## src/hdl/thick_line_rasterizer_unit_assert.svh

```systemverilog
// -----------------------------------------------------------------------------
// Thick line rasterizer assertion macros
// Shorthand for the concurrent checks at the end of the top level.
// -----------------------------------------------------------------------------
`ifndef THICK_LINE_RASTERIZER_UNIT_ASSERT_SVH
`define THICK_LINE_RASTERIZER_UNIT_ASSERT_SVH

// same-cycle implication
`define TLR_CHECK(lbl, pre, post) \
    lbl: assert property (@(posedge clk) disable iff (!rst_n) (pre) |-> (post)) \
        else $error("thick line rasterizer check failed");

// next-cycle implication
`define TLR_CHECK_NEXT(lbl, pre, post) \
    lbl: assert property (@(posedge clk) disable iff (!rst_n) (pre) |=> (post)) \
        else $error("thick line rasterizer check failed");

`endif

```

## src/hdl/tlr_pkg.sv

```systemverilog
// -----------------------------------------------------------------------------
// Thick line rasterizer package
// Screen size, field widths, command and rectangle types.
// -----------------------------------------------------------------------------
package tlr_pkg;

    localparam int SCREEN_WIDTH  = 160;
    localparam int SCREEN_HEIGHT = 128;

    localparam int COORD_W = 12;
    localparam int POS_W   = 14;
    localparam int SIZE_W  = 15;
    localparam int CLIP_W  = 16;
    localparam int DELTA_W = 13;
    localparam int ERR_W   = 16;
    localparam int BRUSH_W = 8;
    localparam int COLOR_W = 16;

    localparam int RECT_X_W = 8;
    localparam int RECT_Y_W = 7;
    localparam int RECT_W_W = 8;
    localparam int RECT_H_W = 8;

    localparam int S_TDATA_W = 72;
    localparam int M_TDATA_W = 48;

    localparam int FIFO_AW    = 2;
    localparam int FIFO_DEPTH = 1 << FIFO_AW;

    localparam logic FUNC_LOAD = 1'b0;
    localparam logic FUNC_TICK = 1'b1;

    typedef enum logic [1:0] {
        CMD_TICK,
        CMD_AXIS,
        CMD_WALK
    } cmd_kind_t;

    typedef struct packed {
        cmd_kind_t                   kind;
        logic signed [POS_W-1:0]     org_x;
        logic signed [POS_W-1:0]     org_y;
        logic signed [COORD_W-1:0]   end_x;
        logic signed [COORD_W-1:0]   end_y;
        logic signed [SIZE_W-1:0]    size_w;
        logic signed [SIZE_W-1:0]    size_h;
        logic signed [DELTA_W-1:0]   delta_x;
        logic signed [DELTA_W-1:0]   delta_y_neg;
        logic                        step_x_neg;
        logic                        step_y_neg;
        logic [BRUSH_W-1:0]          brush;
        logic [COLOR_W-1:0]          color;
    } cmd_t;

    typedef struct packed {
        logic signed [POS_W-1:0]  x;
        logic signed [POS_W-1:0]  y;
        logic signed [SIZE_W-1:0] w;
        logic signed [SIZE_W-1:0] h;
        logic [COLOR_W-1:0]       color;
        logic                     last;
    } rect_t;

    typedef struct packed {
        logic [RECT_X_W-1:0] x;
        logic [RECT_Y_W-1:0] y;
        logic [RECT_W_W-1:0] w;
        logic [RECT_H_W-1:0] h;
        logic [COLOR_W-1:0]  color;
        logic                visible;
        logic                last;
    } out_rect_t;

endpackage

```

## src/hdl/thick_line_rasterizer_unit.sv

```systemverilog
// -----------------------------------------------------------------------------
// Thick line rasterizer
// Bresenham line walk with a square brush, one clipped rectangle per busy tick.
//
// channel  dir  tdata                                        tuser     tlast
// s_axis   in   x_start, y_start, x_end, y_end, thickness,   func      -
//               line_color
// m_axis   out  rect_x, rect_y, rect_w, rect_h, fill_color   visible   last
//
// One input transfer per cycle while the queue has room; one rect per busy tick.
// At the earliest, a tick's rectangle is written to the queue on its transfer
// edge, then passes the step register and the clip register before it is valid.
// Loads and ticks while idle produce no output transfer.
// Reset clears the queue and both stage valids; no clearing pass.
// An output stall fills the four-entry queue, then drops s_axis_tready.
// -----------------------------------------------------------------------------
module thick_line_rasterizer_unit (
    input  logic                          clk,
    input  logic                          rst_n,
    input  logic                          s_axis_tvalid,
    output logic                          s_axis_tready,
    // x_start, y_start, x_end, y_end, thickness, line_color
    input  logic [tlr_pkg::S_TDATA_W-1:0] s_axis_tdata,
    // func
    input  logic                          s_axis_tuser,
    output logic                          m_axis_tvalid,
    input  logic                          m_axis_tready,
    // rect_x, rect_y, rect_w, rect_h, fill_color, zero pad
    output logic [tlr_pkg::M_TDATA_W-1:0] m_axis_tdata,
    // visible
    output logic                          m_axis_tuser,
    output logic                          m_axis_tlast
);
    import tlr_pkg::*;

`include "thick_line_rasterizer_unit_assert.svh"

    logic      push, pop, full, empty;
    cmd_t      push_cmd, head_cmd;
    logic      rect_valid, rect_ready;
    rect_t     rect;
    out_rect_t out_rect;
    logic      vis_out, hid_out, x_fits, y_fits;

    tlr_front u_front (
        .in_valid (s_axis_tvalid),
        .in_ready (s_axis_tready),
        .in_func  (s_axis_tuser),
        .in_data  (s_axis_tdata),
        .push     (push),
        .cmd      (push_cmd),
        .full     (full)
    );

    tlr_fifo u_fifo (
        .clk     (clk),
        .rst_n   (rst_n),
        .push    (push),
        .wr_data (push_cmd),
        .full    (full),
        .pop     (pop),
        .rd_data (head_cmd),
        .empty   (empty)
    );

    tlr_back u_back (
        .clk        (clk),
        .rst_n      (rst_n),
        .cmd        (head_cmd),
        .empty      (empty),
        .pop        (pop),
        .rect_valid (rect_valid),
        .rect_ready (rect_ready),
        .rect       (rect)
    );

    tlr_clip u_clip (
        .clk        (clk),
        .rst_n      (rst_n),
        .rect_valid (rect_valid),
        .rect_ready (rect_ready),
        .rect       (rect),
        .out_valid  (m_axis_tvalid),
        .out_ready  (m_axis_tready),
        .out_rect   (out_rect)
    );

    assign m_axis_tdata = {1'b0, out_rect.color, out_rect.h, out_rect.w,
                           out_rect.y, out_rect.x};
    assign m_axis_tuser = out_rect.visible;
    assign m_axis_tlast = out_rect.last;

    assign vis_out = m_axis_tvalid && m_axis_tuser;
    assign hid_out = m_axis_tvalid && !m_axis_tuser;
    assign x_fits  = (12'(out_rect.x) + 12'(out_rect.w) <= 12'(SCREEN_WIDTH))
                   && (out_rect.w != '0);
    assign y_fits  = (12'(out_rect.y) + 12'(out_rect.h) <= 12'(SCREEN_HEIGHT))
                   && (out_rect.h != '0);

    `TLR_CHECK(a_vis_in_width, vis_out, x_fits)
    `TLR_CHECK(a_vis_in_height, vis_out, y_fits)
    `TLR_CHECK(a_hidden_zero, hid_out, m_axis_tdata[30:0] == '0)
    `TLR_CHECK_NEXT(a_rect_hold, rect_valid && !rect_ready, rect_valid && $stable(rect))

endmodule

```

## src/hdl/tlr_fifo.sv

```systemverilog
// -----------------------------------------------------------------------------
// Command queue
// Small register queue between the classifier and the line stepper.
// -----------------------------------------------------------------------------
module tlr_fifo (
    input  logic          clk,
    input  logic          rst_n,
    input  logic          push,
    input  tlr_pkg::cmd_t wr_data,
    output logic          full,
    input  logic          pop,
    output tlr_pkg::cmd_t rd_data,
    output logic          empty
);
    import tlr_pkg::*;

    cmd_t               mem_reg [FIFO_DEPTH];
    logic [FIFO_AW-1:0] wr_ptr_reg, wr_ptr_next;
    logic [FIFO_AW-1:0] rd_ptr_reg, rd_ptr_next;
    logic [FIFO_AW:0]   count_reg, count_next;

    assign full    = (count_reg == (FIFO_AW+1)'(FIFO_DEPTH));
    assign empty   = (count_reg == '0);
    assign rd_data = mem_reg[rd_ptr_reg];

    always_comb
    begin
        wr_ptr_next = push ? wr_ptr_reg + 1'b1 : wr_ptr_reg;
        rd_ptr_next = pop  ? rd_ptr_reg + 1'b1 : rd_ptr_reg;
        count_next  = count_reg;
        if (push && !pop)
        begin
            count_next = count_reg + 1'b1;
        end
        else if (pop && !push)
        begin
            count_next = count_reg - 1'b1;
        end
    end

    always_ff @(posedge clk or negedge rst_n)
    begin
        if (!rst_n)
        begin
            wr_ptr_reg <= '0;
            rd_ptr_reg <= '0;
            count_reg  <= '0;
        end
        else
        begin
            wr_ptr_reg <= wr_ptr_next;
            rd_ptr_reg <= rd_ptr_next;
            count_reg  <= count_next;
        end
    end

    always_ff @(posedge clk)
    begin
        if (push)
        begin
            mem_reg[wr_ptr_reg] <= wr_data;
        end
    end

endmodule

```

## src/hdl/tlr_front.sv

```systemverilog
// -----------------------------------------------------------------------------
// Input classifier
// Unpacks an input transfer and turns it into a tick, axis or walk command.
// -----------------------------------------------------------------------------
module tlr_front (
    input  logic                           in_valid,
    output logic                           in_ready,
    input  logic                           in_func,
    input  logic [tlr_pkg::S_TDATA_W-1:0]  in_data,
    output logic                           push,
    output tlr_pkg::cmd_t                  cmd,
    input  logic                           full
);
    import tlr_pkg::*;

    logic signed [COORD_W-1:0] x0, y0, x1, y1;
    logic [BRUSH_W-1:0]        brush;
    logic [COLOR_W-1:0]        color;
    logic signed [POS_W-1:0]   half;
    logic signed [DELTA_W-1:0] diff_x, diff_y, abs_x, abs_y;
    logic signed [COORD_W-1:0] min_x, min_y;

    assign x0    = in_data[11:0];
    assign y0    = in_data[23:12];
    assign x1    = in_data[35:24];
    assign y1    = in_data[47:36];
    assign brush = in_data[55:48];
    assign color = in_data[71:56];

    assign in_ready = !full;
    assign push     = in_valid && !full;

    assign half   = POS_W'(brush >> 1);
    assign diff_x = DELTA_W'(x1) - DELTA_W'(x0);
    assign diff_y = DELTA_W'(y1) - DELTA_W'(y0);
    assign abs_x  = diff_x[DELTA_W-1] ? -diff_x : diff_x;
    assign abs_y  = diff_y[DELTA_W-1] ? -diff_y : diff_y;
    assign min_x  = (x0 < x1) ? x0 : x1;
    assign min_y  = (y0 < y1) ? y0 : y1;

    always_comb
    begin
        cmd       = '0;
        cmd.kind  = CMD_TICK;
        cmd.brush = brush;
        cmd.color = color;
        if (in_func == FUNC_LOAD)
        begin
            if (x0 == x1)
            begin
                cmd.kind   = CMD_AXIS;
                cmd.org_x  = POS_W'(x0) - half;
                cmd.org_y  = POS_W'(min_y) - half;
                cmd.size_w = SIZE_W'(brush);
                cmd.size_h = SIZE_W'(abs_y) + SIZE_W'(brush);
            end
            else if (y0 == y1)
            begin
                cmd.kind   = CMD_AXIS;
                cmd.org_x  = POS_W'(min_x) - half;
                cmd.org_y  = POS_W'(y0) - half;
                cmd.size_w = SIZE_W'(abs_x) + SIZE_W'(brush);
                cmd.size_h = SIZE_W'(brush);
            end
            else
            begin
                cmd.kind        = CMD_WALK;
                cmd.org_x       = POS_W'(x0);
                cmd.org_y       = POS_W'(y0);
                cmd.end_x       = x1;
                cmd.end_y       = y1;
                cmd.delta_x     = abs_x;
                cmd.delta_y_neg = -abs_y;
                cmd.step_x_neg  = !(x0 < x1);
                cmd.step_y_neg  = !(y0 < y1);
            end
        end
    end

endmodule

```

## src/hdl/tlr_back.sv

```systemverilog
// -----------------------------------------------------------------------------
// Line stepper
// Holds the current line and emits one raw rectangle per busy tick.
// -----------------------------------------------------------------------------
module tlr_back (
    input  logic          clk,
    input  logic          rst_n,
    input  tlr_pkg::cmd_t cmd,
    input  logic          empty,
    output logic          pop,
    output logic          rect_valid,
    input  logic          rect_ready,
    output tlr_pkg::rect_t rect
);
    import tlr_pkg::*;

    typedef enum logic [1:0] {
        MODE_IDLE,
        MODE_AXIS,
        MODE_WALK
    } mode_t;

    mode_t                     mode_reg, mode_next;
    logic signed [COORD_W-1:0] cur_x_reg, cur_x_next, cur_y_reg, cur_y_next;
    logic signed [COORD_W-1:0] end_x_reg, end_x_next, end_y_reg, end_y_next;
    logic signed [DELTA_W-1:0] dx_reg, dx_next, dyn_reg, dyn_next;
    logic                      sxn_reg, sxn_next, syn_reg, syn_next;
    logic signed [ERR_W-1:0]   err_reg, err_next;
    logic [BRUSH_W-1:0]        brush_reg, brush_next;
    logic [COLOR_W-1:0]        color_reg, color_next;
    logic signed [POS_W-1:0]   ax_x_reg, ax_x_next, ax_y_reg, ax_y_next;
    logic signed [SIZE_W-1:0]  ax_w_reg, ax_w_next, ax_h_reg, ax_h_next;
    logic                      rect_valid_reg, rect_valid_next;
    rect_t                     rect_reg, rect_next;

    logic                      advance;
    logic                      done;
    logic signed [ERR_W:0]     e2;
    logic                      step_x, step_y;
    logic signed [POS_W-1:0]   half;
    rect_t                     walk_rect;

    assign advance    = !empty && (!rect_valid_reg || rect_ready);
    assign pop        = advance;
    assign rect_valid = rect_valid_reg;
    assign rect       = rect_reg;

    assign done   = (cur_x_reg == end_x_reg) && (cur_y_reg == end_y_reg);
    assign e2     = {err_reg, 1'b0};
    assign step_x = (e2 >= (ERR_W+1)'(dyn_reg));
    assign step_y = (e2 <= (ERR_W+1)'(dx_reg));
    assign half   = POS_W'(brush_reg >> 1);

    always_comb
    begin
        walk_rect.color = color_reg;
        walk_rect.last  = done;
        if (brush_reg <= BRUSH_W'(1))
        begin
            walk_rect.x = POS_W'(cur_x_reg);
            walk_rect.y = POS_W'(cur_y_reg);
            walk_rect.w = SIZE_W'(1);
            walk_rect.h = SIZE_W'(1);
        end
        else
        begin
            walk_rect.x = POS_W'(cur_x_reg) - half;
            walk_rect.y = POS_W'(cur_y_reg) - half;
            walk_rect.w = SIZE_W'(brush_reg);
            walk_rect.h = SIZE_W'(brush_reg);
        end
    end

    always_comb
    begin
        mode_next       = mode_reg;
        cur_x_next      = cur_x_reg;
        cur_y_next      = cur_y_reg;
        end_x_next      = end_x_reg;
        end_y_next      = end_y_reg;
        dx_next         = dx_reg;
        dyn_next        = dyn_reg;
        sxn_next        = sxn_reg;
        syn_next        = syn_reg;
        err_next        = err_reg;
        brush_next      = brush_reg;
        color_next      = color_reg;
        ax_x_next       = ax_x_reg;
        ax_y_next       = ax_y_reg;
        ax_w_next       = ax_w_reg;
        ax_h_next       = ax_h_reg;
        rect_valid_next = rect_valid_reg && !rect_ready;
        rect_next       = rect_reg;
        if (advance)
        begin
            case (cmd.kind)
                CMD_AXIS:
                begin
                    mode_next  = MODE_AXIS;
                    ax_x_next  = cmd.org_x;
                    ax_y_next  = cmd.org_y;
                    ax_w_next  = cmd.size_w;
                    ax_h_next  = cmd.size_h;
                    brush_next = cmd.brush;
                    color_next = cmd.color;
                end
                CMD_WALK:
                begin
                    mode_next  = MODE_WALK;
                    cur_x_next = cmd.org_x[COORD_W-1:0];
                    cur_y_next = cmd.org_y[COORD_W-1:0];
                    end_x_next = cmd.end_x;
                    end_y_next = cmd.end_y;
                    dx_next    = cmd.delta_x;
                    dyn_next   = cmd.delta_y_neg;
                    sxn_next   = cmd.step_x_neg;
                    syn_next   = cmd.step_y_neg;
                    err_next   = ERR_W'(cmd.delta_x) + ERR_W'(cmd.delta_y_neg);
                    brush_next = cmd.brush;
                    color_next = cmd.color;
                end
                CMD_TICK:
                begin
                    case (mode_reg)
                        MODE_AXIS:
                        begin
                            rect_valid_next = 1'b1;
                            rect_next.x     = ax_x_reg;
                            rect_next.y     = ax_y_reg;
                            rect_next.w     = ax_w_reg;
                            rect_next.h     = ax_h_reg;
                            rect_next.color = color_reg;
                            rect_next.last  = 1'b1;
                            mode_next       = MODE_IDLE;
                        end
                        MODE_WALK:
                        begin
                            rect_valid_next = 1'b1;
                            rect_next       = walk_rect;
                            if (done)
                            begin
                                mode_next = MODE_IDLE;
                            end
                            else
                            begin
                                err_next = err_reg
                                         + (step_x ? ERR_W'(dyn_reg) : '0)
                                         + (step_y ? ERR_W'(dx_reg) : '0);
                                if (step_x)
                                begin
                                    cur_x_next = sxn_reg ? cur_x_reg - 1'b1
                                                         : cur_x_reg + 1'b1;
                                end
                                if (step_y)
                                begin
                                    cur_y_next = syn_reg ? cur_y_reg - 1'b1
                                                         : cur_y_reg + 1'b1;
                                end
                            end
                        end
                        default:
                        begin
                        end
                    endcase
                end
                default:
                begin
                end
            endcase
        end
    end

    always_ff @(posedge clk or negedge rst_n)
    begin
        if (!rst_n)
        begin
            mode_reg       <= MODE_IDLE;
            cur_x_reg      <= '0;
            cur_y_reg      <= '0;
            end_x_reg      <= '0;
            end_y_reg      <= '0;
            dx_reg         <= '0;
            dyn_reg        <= '0;
            sxn_reg        <= 1'b0;
            syn_reg        <= 1'b0;
            err_reg        <= '0;
            brush_reg      <= '0;
            color_reg      <= '0;
            ax_x_reg       <= '0;
            ax_y_reg       <= '0;
            ax_w_reg       <= '0;
            ax_h_reg       <= '0;
            rect_valid_reg <= 1'b0;
            rect_reg       <= '0;
        end
        else
        begin
            mode_reg       <= mode_next;
            cur_x_reg      <= cur_x_next;
            cur_y_reg      <= cur_y_next;
            end_x_reg      <= end_x_next;
            end_y_reg      <= end_y_next;
            dx_reg         <= dx_next;
            dyn_reg        <= dyn_next;
            sxn_reg        <= sxn_next;
            syn_reg        <= syn_next;
            err_reg        <= err_next;
            brush_reg      <= brush_next;
            color_reg      <= color_next;
            ax_x_reg       <= ax_x_next;
            ax_y_reg       <= ax_y_next;
            ax_w_reg       <= ax_w_next;
            ax_h_reg       <= ax_h_next;
            rect_valid_reg <= rect_valid_next;
            rect_reg       <= rect_next;
        end
    end

endmodule

```

## src/hdl/tlr_clip.sv

```systemverilog
// -----------------------------------------------------------------------------
// Screen clipper
// Clips a raw rectangle to the screen and holds it in the output register.
// -----------------------------------------------------------------------------
module tlr_clip (
    input  logic               clk,
    input  logic               rst_n,
    input  logic               rect_valid,
    output logic               rect_ready,
    input  tlr_pkg::rect_t     rect,
    output logic               out_valid,
    input  logic               out_ready,
    output tlr_pkg::out_rect_t out_rect
);
    import tlr_pkg::*;

    localparam logic signed [CLIP_W-1:0] SCR_W = CLIP_W'(SCREEN_WIDTH);
    localparam logic signed [CLIP_W-1:0] SCR_H = CLIP_W'(SCREEN_HEIGHT);

    logic signed [CLIP_W-1:0] x0, y0, w0, h0;
    logic signed [CLIP_W-1:0] x1, y1, w1, h1, w2, h2;
    logic                     vis;
    logic                     take;

    logic      out_valid_reg, out_valid_next;
    out_rect_t out_reg, out_next;

    assign x0 = CLIP_W'(rect.x);
    assign y0 = CLIP_W'(rect.y);
    assign w0 = CLIP_W'(rect.w);
    assign h0 = CLIP_W'(rect.h);

    assign x1 = x0[CLIP_W-1] ? '0 : x0;
    assign w1 = x0[CLIP_W-1] ? w0 + x0 : w0;
    assign y1 = y0[CLIP_W-1] ? '0 : y0;
    assign h1 = y0[CLIP_W-1] ? h0 + y0 : h0;
    assign w2 = (x1 + w1 > SCR_W) ? SCR_W - x1 : w1;
    assign h2 = (y1 + h1 > SCR_H) ? SCR_H - y1 : h1;
    assign vis = !(w2 <= 0 || h2 <= 0 || x1 >= SCR_W || y1 >= SCR_H);

    assign rect_ready = !out_valid_reg || out_ready;
    assign take       = rect_valid && rect_ready;
    assign out_valid  = out_valid_reg;
    assign out_rect   = out_reg;

    always_comb
    begin
        out_valid_next = out_valid_reg && !out_ready;
        out_next       = out_reg;
        if (take)
        begin
            out_valid_next   = 1'b1;
            out_next.x       = vis ? x1[RECT_X_W-1:0] : '0;
            out_next.y       = vis ? y1[RECT_Y_W-1:0] : '0;
            out_next.w       = vis ? w2[RECT_W_W-1:0] : '0;
            out_next.h       = vis ? h2[RECT_H_W-1:0] : '0;
            out_next.color   = rect.color;
            out_next.visible = vis;
            out_next.last    = rect.last;
        end
    end

    always_ff @(posedge clk or negedge rst_n)
    begin
        if (!rst_n)
        begin
            out_valid_reg <= 1'b0;
            out_reg       <= '0;
        end
        else
        begin
            out_valid_reg <= out_valid_next;
            out_reg       <= out_next;
        end
    end

endmodule

```

## config.mk

```make
export PLATFORM = sky130hd
export DESIGN_NAME = thick_line_rasterizer_unit
export DESIGN_NICKNAME = d
export VERILOG_FILES = /design/src/hdl/tlr_pkg.sv /design/src/hdl/thick_line_rasterizer_unit.sv /design/src/hdl/tlr_fifo.sv /design/src/hdl/tlr_front.sv /design/src/hdl/tlr_back.sv /design/src/hdl/tlr_clip.sv
export VERILOG_INCLUDE_DIRS = /design/src /design/src/hdl
export SDC_FILE = /design/constraint.sdc
export NUM_CORES = 2
export LEC_CHECK = 0
export BUFFER_PORTS_ARGS = -buffer_cell sky130_fd_sc_hd__buf_2
export CAP_MARGIN = 25
export CORE_MARGIN = 1.5
export CORE_UTILIZATION = 35
export CTS_BUF_LIST = sky130_fd_sc_hd__clkbuf_4 sky130_fd_sc_hd__clkbuf_8
export DETAILED_ROUTE_END_ITERATION = 8
export PLACE_DENSITY = 0.61
export SLEW_MARGIN = 20
export SYNTH_ARGS = -nofsm -noshare
export SYNTH_HDL_FRONTEND = slang
export SYNTH_SLANG_ARGS = --single-unit
```

## constraint.sdc

```tcl
create_clock -name clk -period 7.17 [get_ports clk]
set_clock_uncertainty 0.1 [all_clocks]
set_input_delay 1.0755 -clock clk [delete_from_list [all_inputs] [get_ports clk]]
set_output_delay 1.0755 -clock clk [all_outputs]
set_load 0.02 [all_outputs]
```

Yosys cells after proc, flatten, opt, wreduce, memory -nomap -nowiden --
Memory sizes are Yosys's and may differ from the RTL's. Index checks and enable logic that the tools add are counted.
Cells by class: add/sub/neg operators 30, equality and inequality tests 15, magnitude comparators 11, muxes and demuxes 51, reductions and logical operators 40
Operators with widths (count):
- case mux 75 bit (2 select lines) | 1
- two-way mux 16 bit | 8
- two-way mux 12 bit | 10
- two-way mux 30 bit | 4
- two-way mux 112 bit | 1
- subtractor 12 x 8 -> 13 bit | 6
- adder 16 bit | 4
- two-way mux 58 bit | 1
- two-way mux 28 bit | 2
- two-way mux 13 bit | 4
- == test 12 bit | 4
- two-way mux 24 bit | 2
- case mux 12 bit (2 select lines) | 2
- negator 13 bit | 3
- adder 15 x 14 -> 16 bit | 2
- greater-or-equal comparator 16 x 9 -> 1 bit, second input constant | 2
- > comparator 16 x 9 -> 1 bit, second input constant | 2
- less-or-equal comparator 16 x 1 -> 1 bit, second input constant | 2
- case mux 16 bit (2 select lines) | 1
- subtractor 9 x 16 -> 16 bit, first input constant | 2
- adder 13 x 9 -> 14 bit | 2
- subtractor 12 x 12 -> 13 bit | 2
- adder 12 x 1 -> 12 bit, second input constant | 2
- less-than comparator 12 bit | 2
- other kinds (33) | 76
Word-level totals: output and inout bits 52, memory bits (writable) 544, bits in registers 309, input port bits 77, memories kept 1, word-level logic and storage cells 182
Memory list:
- u_fifo.mem_reg | depth 4, bits a word 136, rd ports 1, clocked after memory_dff 0, write ports 1, RTL line tlr_fifo.sv:17 | cmd_t mem_reg [FIFO_DEPTH];

Logic depth before layout (Yosys ltp) --
word-level depth 10, gate-level depth with buffers 31, mapped depth without buffers 29

Hierarchy --
A second synthesis with hierarchy kept.
Second synthesis, totals: cells, all modules 3911, area total of the unflattened synthesis 47197.8 um2
Modules (own cells, without submodules):
- tlr_fifo | times used 1, sequential area each 16510.8 um2, cells each 745, area an instance 20135.6 um2
- tlr_back | times used 1, sequential area each 6306.0 um2, cells each 1512, area an instance 14719.1 um2
- tlr_front | times used 1, sequential area each 0.0 um2, cells each 918, area an instance 6179.7 um2
- tlr_clip | times used 1, sequential area each 1251.2 um2, cells each 734, area an instance 6152.2 um2
- thick_line_rasterizer_unit | times used 1, sequential area each 0.0 um2, cells each 2, area an instance 11.3 um2

Worst setup path before layout --
OpenSTA, ideal clock, no wires.
kind in2reg, from input port s_axis_tdata[13] in the netlist's numbering, to memory u_fifo.mem_reg[0][115] in the netlist's numbering (data pin), path buffers 1, data required time 6853 ps, cell stages on the path 24, library setup time 217 ps, arrival 5550 ps, setup slack 1303 ps, cell sequence inv_1 -> ha_1 -> nor2b_1 -> o21ai_2 -> a21boi_1 -> o311a_4 -> o2111ai_1 -> a21oi_1 -> o21ai_0 -> nor2_2 -> clkbuf_1 -> mux2_2 -> ha_1 -> o21ai_0 -> nand2b_1 -> a21o_1 -> a21o_1 -> a21oi_1 -> nor2b_1 -> nor2_1 -> nand2_1 -> xnor2_1 -> mux2i_1 -> a211oi_1
RTL lines:
- start, declared | RTL line thick_line_rasterizer_unit.sv:23 | input logic [tlr_pkg::S_TDATA_W-1:0] s_axis_tdata,
- end, declared | RTL line tlr_fifo.sv:17

Final worst setup path --
from register u_back.err_reg[0], to register u_back.err_reg[15]
Between the ends: cells in the longest elaborated chain, start to end 7, elaborated cells on any way between the ends 9, those cells by class add/sub (2); order compare (2); mux (5)
RTL lines:
- start, declared | RTL line tlr_back.sv:28 | logic signed [ERR_W-1:0] err_reg, err_next;
- start signal, assigned | RTL line tlr_back.sv:207 | err_reg <= err_next;
- greater-or-equal comparator 17 x 13 -> 1 bit | RTL line tlr_back.sv:50 | assign step_x = (e2 >= (ERR_W+1)'(dyn_reg));
- two-way mux 16 bit | RTL line tlr_back.sv:147 | + (step_x ? ERR_W'(dyn_reg) : '0)
- adder 16 bit | RTL line tlr_back.sv:147
- adder 16 bit * | RTL line tlr_back.sv:148 | + (step_y ? ERR_W'(dx_reg) : '0);
- two-way mux 16 bit * | RTL line tlr_back.sv:140 | if (done)
- two-way mux 16 bit * | RTL line tlr_back.sv:124 | case (mode_reg)
- case mux 16 bit (2 select lines) * | RTL line tlr_back.sv:96 | case (cmd.kind)
Mark *: on every way between the ends. The rest lies on a longest branch, timed or not. The select of a mux whose other input is x is not followed. A chain may end at the register's enable or synchronous reset.

==> key figures <==
Routing
  – Initial drt markers: 2079
  – Remaining DRCs: 0
  – Antenna-violating nets left: 0
  – Final wirelength: 118000 um
  – Via count: 29746
  – WL/cell: 21.0 um
  – Met3 Wirelength: 5810 um
  – DR top layer: met5
  – Met2 WL post-DR: 56500 um
  – Metal-1 WL: 53300 um
  – Via density: 5.27
  – Drt pass-1 iters: 5

Place
  – Dpl hpwl: 85200 um
  – GPL Wtd Cong: 0.899
  – Placed inst area: 0.0475 mm^2
  – Port bufs: 127

Clock network
  – Cts bufs inserted: 136
  – Worst-path clk slew: 60 ps
  – Resize count post-CTS: 0
  – Clock root cell: clkbuf_8
  – H-Tree Depth: 4
  – Clock latency on the worst-skew pair: 830 ps
  – Setup repair bufs after CTS: 0
  – Sink Count: 829
  – Hold-fix buffers at CTS: 0
  – CTS tree: built
  – Deepest clock path buffer count: 3

Synthesis
  – Synth top area share: 0.353
  – Mapped Nets: 4044
  – Count of cell types in the netlist: 96
  – Area leader, netlist: edfxtp_1
  – Ys flop type: edfxtp_1
  – Yosys reg bits: 829
  – Mapped Area: 0.0449 mm^2
  – Sequential fraction of the synthesis area: 0.521
  – Syn Inst Count: 3702
  – Number of synthesized flops with an enable pin: 528
  – Synthesis warning total: 0
  – Synth Area per Inst: 12.1 um^2
  – Synth top area cells: edfxtp_1 (35%), dfrtp_1 (17%), mux4_2 (6.6%)
  – Synth async-reset ratio: 0.363

Worst setup path
  – Critical path endpoint category: flop
  – Cells on worst reg2reg path: 28
  – WS Path Type: reg -> reg
  – Reg2Reg Setup Slack: 1310 ps
  – Slowest stage delay, CP: 440 ps
  – R2R Path End: u_back.err_reg[15]
  – Startpoint types: flop
  – Reg-to-reg startpoint: u_back.err_reg[0]
  – Critical-path top delay cell: dfrtp_1
  – Critical Path RT: 7720 ps
  – Critical path arrival: 6410 ps
  – CP max FO: 5

STA
  – Final hold vios: 0
  – Slew margin rel.: 0.248
  – Hold Slack: 230 ps
  – RSZ-0062 raised after global routing: false
  – Slew @ Worst Pin: 1130 ps
  – Post-route minimum period: 5860 ps
  – Post-route clock period utilization: 0.817
  – Setup TNS: 0 ps
  – Slew Viols, Final: 0
  – Setup violation total in the final timing report: 0
  – Fmax: 171 MHz

Die
  – FP Rows: 131
  – Initial Utilization: 0.353
  – Die Footprint: 0.130 mm^2
  – Die height: 361 um
  – Die X: 361 um
  – I/O Pins: 129
  – Core Box Area: 0.127 mm^2

Cells and area
  – Share of cells above drive strength 1: 0.201
  – Area of the multi-input gates: 0.0201 mm^2
  – Cell area after layout: 0.0505 mm^2
  – Fin util: 0.396
  – Largest register FFs: 528
  – Fillers: 11994
  – Area growth from synthesis to layout: 12.4%
  – Nets@finish: 4212
  – Register area: 0.0234 mm^2

GRT
  – Pin count of the biggest net entering global routing: 139
  – Number of global-route vias before repair: 29458
  – Grt ovf: 0
  – GRT Total Usage: 0.181
  – Initial antenna violation count: 5
  – First-pass GRT wire length: 181000 um

Job
  – Max-Cap Viols: 0

Outcome
  – Status: complete, no violations

Pwr
  – Power Dens Cells: 504 mW/mm^2
  – Logic gate share of total power: 0.526
  – Sw Pwr: 10.8 mW
  – Worst VDD drop: 0.000245 V
  – P_leak: 20.2 nW
  – Overall power: 25.5 mW
  – Internal power: 14.7 mW
  – Clk pwr share: 0.170
  – Sw Ratio: 0.422
  – Sequential Power Share: 0.304

Min path
  – Worst hold-check path type: in -> async
[cell usage in the layout (no fill, tap or decap), types with 79 or more instances in the layout]
cell type	count
clkbuf_8	150
nor2_1	191
mux2_2	168
mux4_2	132
nand2_1	323
xnor2_1	134
xor2_1	79
o21ai_0	213
buf_2	127
ha_1	229
dfrtp_1	299
a21oi_1	148
inv_1	230
edfxtp_1	528
[power by group through the flow]
stage                     logic (mW)  registers (mW)  clock network (mW)
after floorplan                 10.2            7.41                   0
after global placement          13.2            7.80                   0
after detailed placement        13.4            7.85                   0
after CTS                       13.5            7.75                4.44
after global routing            14.9            7.89                4.64
final                           13.4            7.74                4.33
[per-layer routing]
| metal | up-vias | global-route usage |
|---|---|---|
| met2 | 742 | 0.296 |
| met5 | - | 0 |
| met3 | 155 | 0.0295 |
| met1 | 14819 | 0.246 |
| li1 | 14028 | - |
| met4 | 2 | 0.0542 |
[critical path, delay by kind of cell, from the launching register on]
family                   cells  cell delay (ps)
buffers and inverters        2              130
adder cells (fa/ha/maj)      4             1270
XOR/XNOR                     1              170
flip-flops                   1              440
multiplexers                 1              200
AND/OR/NAND/NOR              4              510
AO/OA/AOI/OAI               16             2880
[synth_stat cells (30+ instances only)]
cell type	n
mux2i_1	53
fa_1	34
o211ai_1	33
and2_1	40
a211oi_1	39
xnor2_1	134
mux4_2	132
a21o_1	55
mux2_2	168
nor3_1	66
clkbuf_1	106
dfrtp_1	301
nor2_1	191
inv_1	230
nor2b_1	52
a21oi_1	149
nand3_1	47
nand2b_1	48
nand2_1	326
ha_1	231
edfxtp_1	528
o21ai_0	213
o21ai_2	30
xor2_1	79
a31oi_1	31
[cell families after synthesis]
logic type | Yosys count | share of synthesized area
buffers and inverters | 383 | 0.0332
adder cells (fa/ha/maj) | 265 | 0.0795
XOR/XNOR | 213 | 0.0415
flip-flops | 829 | 0.521
multiplexers | 355 | 0.121
other | 1 | 0.0000835
AO/OA/AOI/OAI | 741 | 0.107
AND/OR/NAND/NOR | 915 | 0.0974
[metrics by stage]
step / std cells / setup WS (ps)
6_report: 5647 / 1310
4_1_cts: 5643 / 1250
2_1_floorplan: 3702 / 1300
3_5_place_dp: 5394 / 731
5_1_grt: 5644 / 809
3_3_place_gp: 5392 / 860
[worst max-delay path by stage]
| stage | startpoint | to | slack (ps) | depth (start not counted) |
|---|---|---|---|---|
| after global routing | u_back.err_reg[0] | u_back.err_reg[15] | 810 | 28 |
| after global placement | s_axis_tdata[13] | u_fifo.mem_reg[0][115] | 860 | 25 |
| final | u_back.err_reg[0] | u_back.err_reg[15] | 1310 | 28 |
| after CTS | u_back.err_reg[0] | u_back.err_reg[15] | 1250 | 28 |
| after detailed placement | s_axis_tdata[13] | u_fifo.mem_reg[0][113] | 730 | 25 |
| after floorplan | s_axis_tdata[13] | u_fifo.mem_reg[0][115] | 1300 | 24 |
[area by class of cell]
class                      instances  area share
multi-input combinational       2490       0.398
tap                             1662      0.0412
timing repair buffer             182      0.0222
antenna                            4    0.000198
clock buffer                     205      0.0491
inverter                         231      0.0172
clock inverter                    44     0.00838
sequential                       829       0.464
Note: power is estimated with default switching activity, not from simulation.
